File: config.mk
export PLATFORM = sky130hd
export DESIGN_NAME = first_free_interval_lane
export DESIGN_NICKNAME = d
export VERILOG_FILES = /design/src/sv/ffil_pkg.sv /design/src/sv/ffil_ram.sv /design/src/sv/first_free_interval_lane.sv
export SDC_FILE = /design/constraint.sdc
export NUM_CORES = 2
export LEC_CHECK = 0
export ABC_AREA = 1
export BUFFER_PORTS_ARGS = -buffer_cell sky130_fd_sc_hd__buf_2
export CAP_MARGIN = 25
export CORE_MARGIN = 1.5
export CORE_UTILIZATION = 40
export CTS_BUF_LIST = sky130_fd_sc_hd__clkbuf_4
export CTS_CLUSTER_DIAMETER = 30
export CTS_CLUSTER_SIZE = 24
export DETAILED_ROUTE_END_ITERATION = 10
export GPL_TIMING_DRIVEN = 0
export PLACE_DENSITY = 0.66
export SLEW_MARGIN = 5
export SYNTH_ARGS = -nofsm -noshare
export SYNTH_HDL_FRONTEND = slang
export SYNTH_SLANG_ARGS = --single-unit
File: constraint.sdc
create_clock -name i_clk -period 6.9 [get_ports i_clk]
set_input_delay 1.38 -clock i_clk [delete_from_list [all_inputs] [get_ports i_clk]]
set_output_delay 1.38 -clock i_clk [all_outputs]
set_load 0.01 [all_outputs]
File: src/sv/ffil_pkg.sv
// shared constants and codes for the first free interval lane block
`default_nettype none
package ffil_pkg;

    localparam int ENTRIES_DEF   = 32;
    localparam int TIME_BITS_DEF = 48;

    localparam int IDX_FIELD_W = 5;
    localparam int LANE_W      = 6;
    localparam int IGN_W       = 6;
    localparam int MAP_W       = 64;
    localparam int OUT_W       = 8;

    typedef enum logic {
        FUNC_WRITE = 1'b0,
        FUNC_QUERY = 1'b1
    } t_func;

endpackage
`default_nettype wire

File: src/sv/ffil_ram.sv
// generic simple dual port ram with registered read
`default_nettype none
module ffil_ram #(
    parameter int WIDTH = 8,
    parameter int DEPTH = 32,
    localparam int ADDR_W = (DEPTH > 1) ? $clog2(DEPTH) : 1
) (
    input  wire logic              i_clk,
    input  wire logic              i_we,
    input  wire logic [ADDR_W-1:0] i_waddr,
    input  wire logic [WIDTH-1:0]  i_wdata,
    input  wire logic              i_re,
    input  wire logic [ADDR_W-1:0] i_raddr,
    output logic      [WIDTH-1:0]  o_rdata
);

    logic [WIDTH-1:0] r_mem [DEPTH];

    always_ff @(posedge i_clk) begin
        if (i_we) begin
            r_mem[i_waddr] <= i_wdata;
        end
        if (i_re) begin
            o_rdata <= r_mem[i_raddr];
        end
    end

endmodule
`default_nettype wire

File: src/sv/first_free_interval_lane.sv
// first free interval lane: a table of time intervals with a lowest-free-lane search
// A write transaction (tuser = 0) loads or clears one table entry and
// returns nothing; indexes at or beyond ENTRIES are dropped. A query transaction
// (tuser = 1) returns the lowest lane on which no valid entry, other than the one named
// by ignore_index, overlaps [query_start, query_start + query_duration). While a query
// scans, the entry table ram delivers one entry per cycle to the overlap compare. Input
// is held off while a query runs; a finished result waits in the output register while
// the next transaction is taken.
`default_nettype none
module first_free_interval_lane #(
    parameter int ENTRIES   = ffil_pkg::ENTRIES_DEF,
    parameter int TIME_BITS = ffil_pkg::TIME_BITS_DEF,
    localparam int IN_BITS  = ffil_pkg::IDX_FIELD_W + 1 + ffil_pkg::LANE_W
                              + 4 * TIME_BITS + ffil_pkg::IGN_W,
    localparam int IN_W     = ((IN_BITS + 7) / 8) * 8
) (
    input  wire logic                        i_clk,
    input  wire logic                        i_rst_n,
    input  wire logic                        s_axis_tvalid,
    output logic                             s_axis_tready,
    // entry_index, entry_valid, entry_lane, entry_start, entry_end,
    // query_start, query_duration, ignore_index, zero fill
    input  wire logic [IN_W-1:0]             s_axis_tdata,
    // func
    input  wire logic                        s_axis_tuser,
    output logic                             m_axis_tvalid,
    input  wire logic                        m_axis_tready,
    // free_lane, zero fill
    output logic      [ffil_pkg::OUT_W-1:0]  m_axis_tdata
);
    import ffil_pkg::*;

    localparam int IDX_W  = (ENTRIES > 1) ? $clog2(ENTRIES) : 1;
    localparam int CNT_W  = $clog2(ENTRIES + 1);
    localparam int DATA_W = LANE_W + 2 * TIME_BITS;

    localparam int P_IDX   = 0;
    localparam int P_VAL   = P_IDX + IDX_FIELD_W;
    localparam int P_LANE  = P_VAL + 1;
    localparam int P_START = P_LANE + LANE_W;
    localparam int P_END   = P_START + TIME_BITS;
    localparam int P_QS    = P_END + TIME_BITS;
    localparam int P_QD    = P_QS + TIME_BITS;
    localparam int P_IGN   = P_QD + TIME_BITS;

    typedef enum logic [1:0] {
        ST_IDLE,
        ST_SCAN,
        ST_ENCODE
    } t_state;

    t_state                 r_state;
    logic [ENTRIES-1:0]     r_valid;
    logic [CNT_W-1:0]       r_cnt;
    logic                   r_pend;
    logic [IDX_W-1:0]       r_pidx;
    logic [TIME_BITS-1:0]   r_qs;
    logic [TIME_BITS:0]     r_qe;
    logic [IGN_W-1:0]       r_ign;
    logic [MAP_W-1:0]       r_busy;
    logic                   r_ovalid;
    logic [LANE_W-1:0]      r_olane;

    logic [IDX_FIELD_W-1:0] in_idx;
    logic                   in_val;
    logic [LANE_W-1:0]      in_lane;
    logic [TIME_BITS-1:0]   in_start;
    logic [TIME_BITS-1:0]   in_end;
    logic [TIME_BITS-1:0]   in_qs;
    logic [TIME_BITS-1:0]   in_qd;
    logic [IGN_W-1:0]       in_ign;
    logic [IGN_W-1:0]       wr_idx6;

    logic                   in_xfer;
    logic                   wr_en;
    logic [IDX_W-1:0]       wr_addr;
    logic                   rd_en;
    logic [IDX_W-1:0]       rd_addr;
    logic [DATA_W-1:0]      rd_data;

    logic [LANE_W-1:0]      ent_lane;
    logic [TIME_BITS-1:0]   ent_start;
    logic [TIME_BITS-1:0]   ent_end;
    logic [IGN_W-1:0]       pidx6;
    logic                   hit;
    logic                   out_free;
    logic [LANE_W-1:0]      enc_lane;

    function automatic logic [LANE_W-1:0] lowest_zero(input logic [MAP_W-1:0] map);
        logic [LANE_W-1:0] res;
        res = LANE_W'(MAP_W - 1);
        for (int k = MAP_W - 1; k >= 0; k--) begin
            if (!map[k]) begin
                res = LANE_W'(k);
            end
        end
        return res;
    endfunction

    assign in_idx   = s_axis_tdata[P_IDX +: IDX_FIELD_W];
    assign in_val   = s_axis_tdata[P_VAL];
    assign in_lane  = s_axis_tdata[P_LANE +: LANE_W];
    assign in_start = s_axis_tdata[P_START +: TIME_BITS];
    assign in_end   = s_axis_tdata[P_END +: TIME_BITS];
    assign in_qs    = s_axis_tdata[P_QS +: TIME_BITS];
    assign in_qd    = s_axis_tdata[P_QD +: TIME_BITS];
    assign in_ign   = s_axis_tdata[P_IGN +: IGN_W];
    assign wr_idx6  = IGN_W'(in_idx);

    assign out_free      = !r_ovalid || m_axis_tready;
    assign s_axis_tready = (r_state == ST_IDLE);
    assign in_xfer       = s_axis_tvalid && s_axis_tready;

    assign wr_en   = in_xfer && (t_func'(s_axis_tuser) == FUNC_WRITE)
                     && (wr_idx6 < IGN_W'(ENTRIES));
    assign wr_addr = wr_idx6[IDX_W-1:0];
    assign rd_en   = (r_state == ST_SCAN) && (r_cnt < CNT_W'(ENTRIES));
    assign rd_addr = r_cnt[IDX_W-1:0];

    ffil_ram #(
        .WIDTH (DATA_W),
        .DEPTH (ENTRIES)
    ) u_table (
        .i_clk   (i_clk),
        .i_we    (wr_en),
        .i_waddr (wr_addr),
        .i_wdata ({in_end, in_start, in_lane}),
        .i_re    (rd_en),
        .i_raddr (rd_addr),
        .o_rdata (rd_data)
    );

    assign ent_lane  = rd_data[0 +: LANE_W];
    assign ent_start = rd_data[LANE_W +: TIME_BITS];
    assign ent_end   = rd_data[LANE_W + TIME_BITS +: TIME_BITS];
    assign pidx6     = IGN_W'(r_pidx);
    assign hit       = r_pend && r_valid[r_pidx] && (pidx6 != r_ign)
                       && (r_qs < ent_end) && ({1'b0, ent_start} < r_qe);
    assign enc_lane  = lowest_zero(r_busy);

    always_ff @(posedge i_clk) begin
        if (!i_rst_n) begin
            r_state  <= ST_IDLE;
            r_valid  <= '0;
            r_cnt    <= '0;
            r_pend   <= 1'b0;
            r_ovalid <= 1'b0;
        end else begin
            if (r_ovalid && m_axis_tready) begin
                r_ovalid <= 1'b0;
            end
            if (wr_en) begin
                r_valid[wr_addr] <= in_val;
            end
            if (hit) begin
                r_busy <= r_busy | (MAP_W'(1) << ent_lane);
            end
            r_pend <= rd_en;
            r_pidx <= rd_addr;
            unique case (r_state)
                ST_IDLE: begin
                    if (in_xfer && (t_func'(s_axis_tuser) == FUNC_QUERY)) begin
                        r_qs    <= in_qs;
                        r_qe    <= {1'b0, in_qs} + {1'b0, in_qd};
                        r_ign   <= in_ign;
                        r_busy  <= '0;
                        r_cnt   <= '0;
                        r_state <= ST_SCAN;
                    end
                end
                ST_SCAN: begin
                    if (r_cnt == CNT_W'(ENTRIES)) begin
                        r_state <= ST_ENCODE;
                    end else begin
                        r_cnt <= r_cnt + CNT_W'(1);
                    end
                end
                ST_ENCODE: begin
                    if (out_free) begin
                        r_ovalid <= 1'b1;
                        r_olane  <= enc_lane;
                        r_state  <= ST_IDLE;
                    end
                end
                default: begin
                    r_state <= ST_IDLE;
                end
            endcase
        end
    end

    assign m_axis_tvalid = r_ovalid;
    assign m_axis_tdata  = OUT_W'(r_olane);

endmodule
`default_nettype wire

* Word level (Yosys, flattened, before mapping)
Memories as Yosys holds them, arrays and structs flattened. A register that Yosys moved wholly into a read port is not among the register bits.
Cells that the tools add are included.
** Cells by class
- Bitwise logic cells :: 2
- Reduce and logical (&&, ||, !) cells :: 24
- Mux-type cells :: 82
- Shift operators :: 1
- Add/subtract/negate cells :: 2
- Equality and inequality tests :: 8
- Order comparisons :: 7
** Operator list (count)
- 2-to-1 mux 64 bit :: 3
- 2-to-1 mux 6 bit :: 31
- 2-to-1 mux 5 bit :: 16
- bitwise OR 64 bit :: 1
- left shift 1 x 6 -> 64 bit, first input constant :: 1
- adder 48 x 48 -> 49 bit :: 1
- < comparator 48 x 49 -> 1 bit :: 1
- < comparator 48 bit :: 1
- bitwise mux 32 bit :: 1
- 2-to-1 mux 4 bit :: 8
- AND reduction 32 bit :: 1
- < comparator 5 x 6 -> 1 bit, second input constant :: 3
- AND reduction 16 bit :: 1
- 2-to-1 mux 2 bit :: 6
- 2-to-1 mux 3 bit :: 4
- case mux 6 bit (2 select lines) :: 1
- AND reduction 3 bit :: 4
- logical AND 1 bit :: 11
- 2-to-1 mux 1 bit :: 9
- AND reduction 8 bit :: 1
- adder 6 x 1 -> 6 bit, second input constant :: 1
- == test 6 bit, second input constant :: 1
- < comparator 6 bit, second input constant :: 1
- inequality test 5 x 6 -> 1 bit :: 1
- 15 further kinds :: 17
** Word-level totals
- Input port bits :: 221
- Output and inout bits :: 10
- Memories :: 1
- Bits in writable memories :: 3264
- Flip-flop bits (word level) :: 220
** Memory list
- u_table.r_mem :: depth 32, bits a word 102, rd ports 1, clocked after Yosys merged registers in 1, write ports 1, RTL line ffil_ram.sv:17 : logic [WIDTH-1:0] r_mem [DEPTH];

* Longest topological paths before layout
- Word-level depth :: 62
- Depth in mapped cells :: 62
- Gate-level depth less buffers :: 62

* By module
Synthesis repeated with hierarchy kept, for this count alone.
** Second synthesis, totals
- Cells, all modules :: 12255
- Area, all modules :: 147476.4 um^2
** By module, submodules not included
- ffil_ram :: sequential area each 101076.9 um^2, instances 1, cells an instance 10733, area an instance 133693.2 um^2
- first_free_interval_lane :: sequential area each 6155.9 um^2, instances 1, cells an instance 1522, area an instance 13783.2 um^2

* Worst setup path after synthesis
No wires, ideal clock.
- Path kind :: input to register
- Start :: input port s_axis_tdata[0]
- End :: memory u_table.r_mem[31][0] (netlist bit) (enable)
- Arrival time :: 6.299 ns
- Setup time :: 0.565 ns
- Cell stages on the path :: 5
- Path buffers :: 1
- Slack :: 0.036 ns
- Cell sequence :: inv_1 nor4_1 inv_1 clkbuf_1 nor2_1
** On the way
- Longest elaborated chain between the ends :: 4
** Ends and longest elaborated chain
- from (decl) :: RTL line first_free_interval_lane.sv:23 : input wire logic [IN_W-1:0] s_axis_tdata,
- < comparator 5 x 6 -> 1 bit :: RTL line first_free_interval_lane.sv:115 : && (wr_idx6 < IGN_W'(ENTRIES));
- logical AND 1 bit :: RTL line first_free_interval_lane.sv:115
- 2-to-1 mux 1 bit :: RTL line ffil_ram.sv:20 : if (i_we) begin
- 2-to-1 mux 1 bit (not written as such) :: RTL line ffil_ram.sv:21 : r_mem[i_waddr] <= i_wdata;
- to (decl) :: RTL line ffil_ram.sv:17
Parallel ways exist; a longest one is shown, timed or not.

* Final worst setup path
- Start :: register r_cnt[0]
- End :: register u_table.o_rdata[79], read port of u_table.r_mem, data pin
** On the way
- Longest elaborated chain between the ends :: 2
** Ends and longest elaborated chain
- from (decl) :: RTL line first_free_interval_lane.sv:54 : logic [CNT_W-1:0] r_cnt;
- from (signal assigned) :: RTL line first_free_interval_lane.sv:175 : r_cnt <= r_cnt + CNT_W'(1);
- < comparator 6 bit :: RTL line first_free_interval_lane.sv:117 : assign rd_en = (r_state == ST_SCAN) && (r_cnt < CNT_W'(ENTRIES));
- logical AND 1 bit :: RTL line first_free_interval_lane.sv:117
- to (decl) :: RTL line ffil_ram.sv:14 : output logic [WIDTH-1:0] o_rdata
Parallel ways exist; a longest one is shown, timed or not.
A chain may end at the register's enable or synchronous reset.

==> results.yml <==
run_status:
  status: "complete, but fails checks"
  violations: "DRC"
layout:
  fillers: 30963
  design_area_um2: 166000
  fin_nets: 12148
  syn_to_final_growth_pct: 16.4
  drive_gt1_share_pct: 13.7
yosys:
  synth_most_common_cell: "edfxtp_1"
  synthTopCellsByArea: "edfxtp_1, o21ai_0, nor2_1"
  ys_top_cells_by_count: "edfxtp_1, nor2_1, o21ai_0"
  netlist_instances: 10659
  yosysTopAreaCell: "edfxtp_1"
  synth-seq-area-share_pct: 75.3
  ys_types: 60
  yosysWarnings: 0
  ys_ff_latch: 3585
  synth_flop_cell: "edfxtp_1"
  yosys.area.top_type_share_pct: 74.7
  synth_edf_count: 3543
  syn_area_per_cell_um2: 13.4
  async_flop_share_pct: 0
  netlist_area_um2: 142000
run:
  drv_cap: 0
clock_network:
  htreeDepth: 6
  cts_sinks: 3585
  cts_tree: "built"
  ctsResizeCount: 0
  path_clk_slew_ps: 100
  clock_latency_ps: 1700
  clock_path_buffers: 4
  cts_buffers: 620
  clockRootBuffer: "clkbuf_4"
setup_path:
  crit_arrival_ps: 7160
  worst-path-max-fanout: 10
  crit_type: "reg2reg"
  start_kind: "flop"
  cp.required_ps: 8190
  cp-end-kind: "flop"
grt:
  grt_use_total_pct: 25.8
  grt_pass1_wl_um: 667000
  grt_antenna_before_repair: 109
  gr-total-overflow: 0
  grt_pass1_vias: 93937
  grt_max_degree: 50
die:
  die_h_um: 600
  start_util_pct: 40.3
  die_x_um: 600
  core_um2: 353000
  rows: 218
  ios: 231
  die_area_um2: 359000
sta:
  min_period_ps: 5870
  slew_viol_final: 0
  setup_viol: 0
  max_freq_mhz: 170
  fin_tns_setup_ps: 0
  max_slew_margin_pct: 15.2
  worst_pin_slew_ps: 1270
  finalHoldViolations: 0
  skew_ps: 236
  rsz0062_at_grt: "false"
  period_share_pct: 85.1
power_and_ir_drop:
  powerDensity_nw_per_um2: 285
  irDropWorstVdd_v: 0.000180
  power.leakage_nw: 54.1
drt:
  wl_met3_um: 61300
  via_per_inst: 5.80
  drt-total-wl_um: 477000
  topRoutingLayerUsed: "met5"
  wl_met2_um: 211000
  drc_errors: 3
  wl_met1_um: 173000
  ant_nets: 0
  drt_iter0_markers: 14598
  dr.pass1.iters: 11
  vias: 99312
  drt-wirelength-per-cell_um: 27.9
place:
  dpl_cell_area_um2: 154000
  port_buffers: 222
  gp_congestion: 0.921
  dpl.hpwl_um: 341000
hold_path:
  hp-class: "in2reg"
==> power by group <==
group          internal, mW  switching [mW]
combinational          1.08            3.18
sequential             24.1           0.114
clock                  9.79            9.01
==> worst paths after layout <==
| kind | start | to | slack [ps] | depth (start not counted) |
|---|---|---|---|---|
| max | r_cnt[0]$_SDFFE_PN0P_ | u_table.o_rdata[79]$_DFFE_PP_ | 1030 | 14 |
| min | s_axis_tdata[126] | r_qs[18]$_DFFE_PP_ | 120 | 1 |
| max reg2reg | r_cnt[0]$_SDFFE_PN0P_ | u_table.o_rdata[79]$_DFFE_PP_ | 1030 | 14 |
| min reg2reg | r_cnt[4]$_SDFFE_PN0P_ | r_pidx[4]$_DFFE_PP_ | 330 | 0 |
==> cell type report <==
| cell class | count | area [um^2] | share of cell area [%] |
|---|---|---|---|
| Timing Repair Buffer | 500 | 5790 | 3.50 |
| Clock buffer | 680 | 5100 | 3.08 |
| Clock inverter | 464 | 5960 | 3.60 |
| Inverter | 226 | 848 | 0.512 |
| Antenna cell | 75 | 188 | 0.113 |
| Multi-Input combinational cell | 6134 | 31900 | 19.2 |
| Buffer | 715 | 2750 | 1.66 |
| Sequential cell | 3585 | 107000 | 64.7 |
| Tap cell | 4730 | 5920 | 3.57 |
==> timing repair <==
action,CTS,global route
buffers inserted,0,0
hold buffers,45,0
endpoints found under the hold margin,45,0
==> critical path, stage by stage (launching register included) <==
cell      delay (ps)
dfxtp_1          560
clkbuf_2         410
buf_12           240
clkinv_1         520
clkbuf_1         400
clkbuf_1         330
clkbuf_2         630
clkbuf_1         480
o21ai_0          710
o221ai_1         420
o211ai_1         270
nand4_1          110
o21ai_0          110
buf_2            280
inv_1             70
==> registers in the layout, indices dropped and copies added, names as in the netlist <==
| name | flops |
|---|---|
| m_axis_tvalid | 1 |
| r_busy | 63 |
| r_cnt | 6 |
| r_ign | 6 |
| r_olane | 6 |
| r_pend | 1 |
| r_pidx | 5 |
| r_qe | 49 |
| r_qs | 48 |
| r_state | 2 |
| r_valid | 32 |
| u_table.o_rdata | 102 |
| u_table.r_mem | 3264 |
==> placed cells by master, fill, tap and decap left out, types with 159 or more instances in the layout <==
cell type  instances
nand3_1          187
o21ai_0         1724
edfxtp_1        3543
o22ai_1          649
nand2_1          536
o221ai_1         177
clkbuf_4         681
nor2_1          1978
a21oi_1          159
buf_2            242
inv_1            213
clkbuf_1         646
==> cell families after synthesis <==
family                     Yosys count  share of synthesized area, %
AOI/OAI and AO/OA                 3054                          12.6
DFF                               3585                          75.3
other                                1                       0.00263
adders and majority gates          145                          1.28
buffers and inverters              941                          2.49
xor gates and xnor gates            46                         0.283
and+or+nand+nor                   2887                          8.04
==> metrics by stage <==
step | total power [mW] | utilization (%) | worst slack (ps) | hold WS, ps | std cells
after global routing | 48.5 | 46.8 | 1090 | 53.9 | 17068
after floorplan | 26.7 | - | 35.7 | 406 | 10660
after detailed placement | 28.8 | 43.5 | 492 | 430 | 15837
after global placement | 28.7 | 42.3 | -5460 | 416 | 15612
after CTS | 47.2 | 46.8 | 1190 | 5.52 | 17026
final | 47.3 | 46.9 | 1030 | 124 | 17109
==> per-layer routing <==
layer / vias to the layer above / global-route usage, %
met5: - / 0
met4: 66 / 15.0
met3: 1216 / 6.90
met2: 6874 / 39.5
met1: 48250 / 33.2
li1: 42906 / -
(Power assumes the default switching activity.)
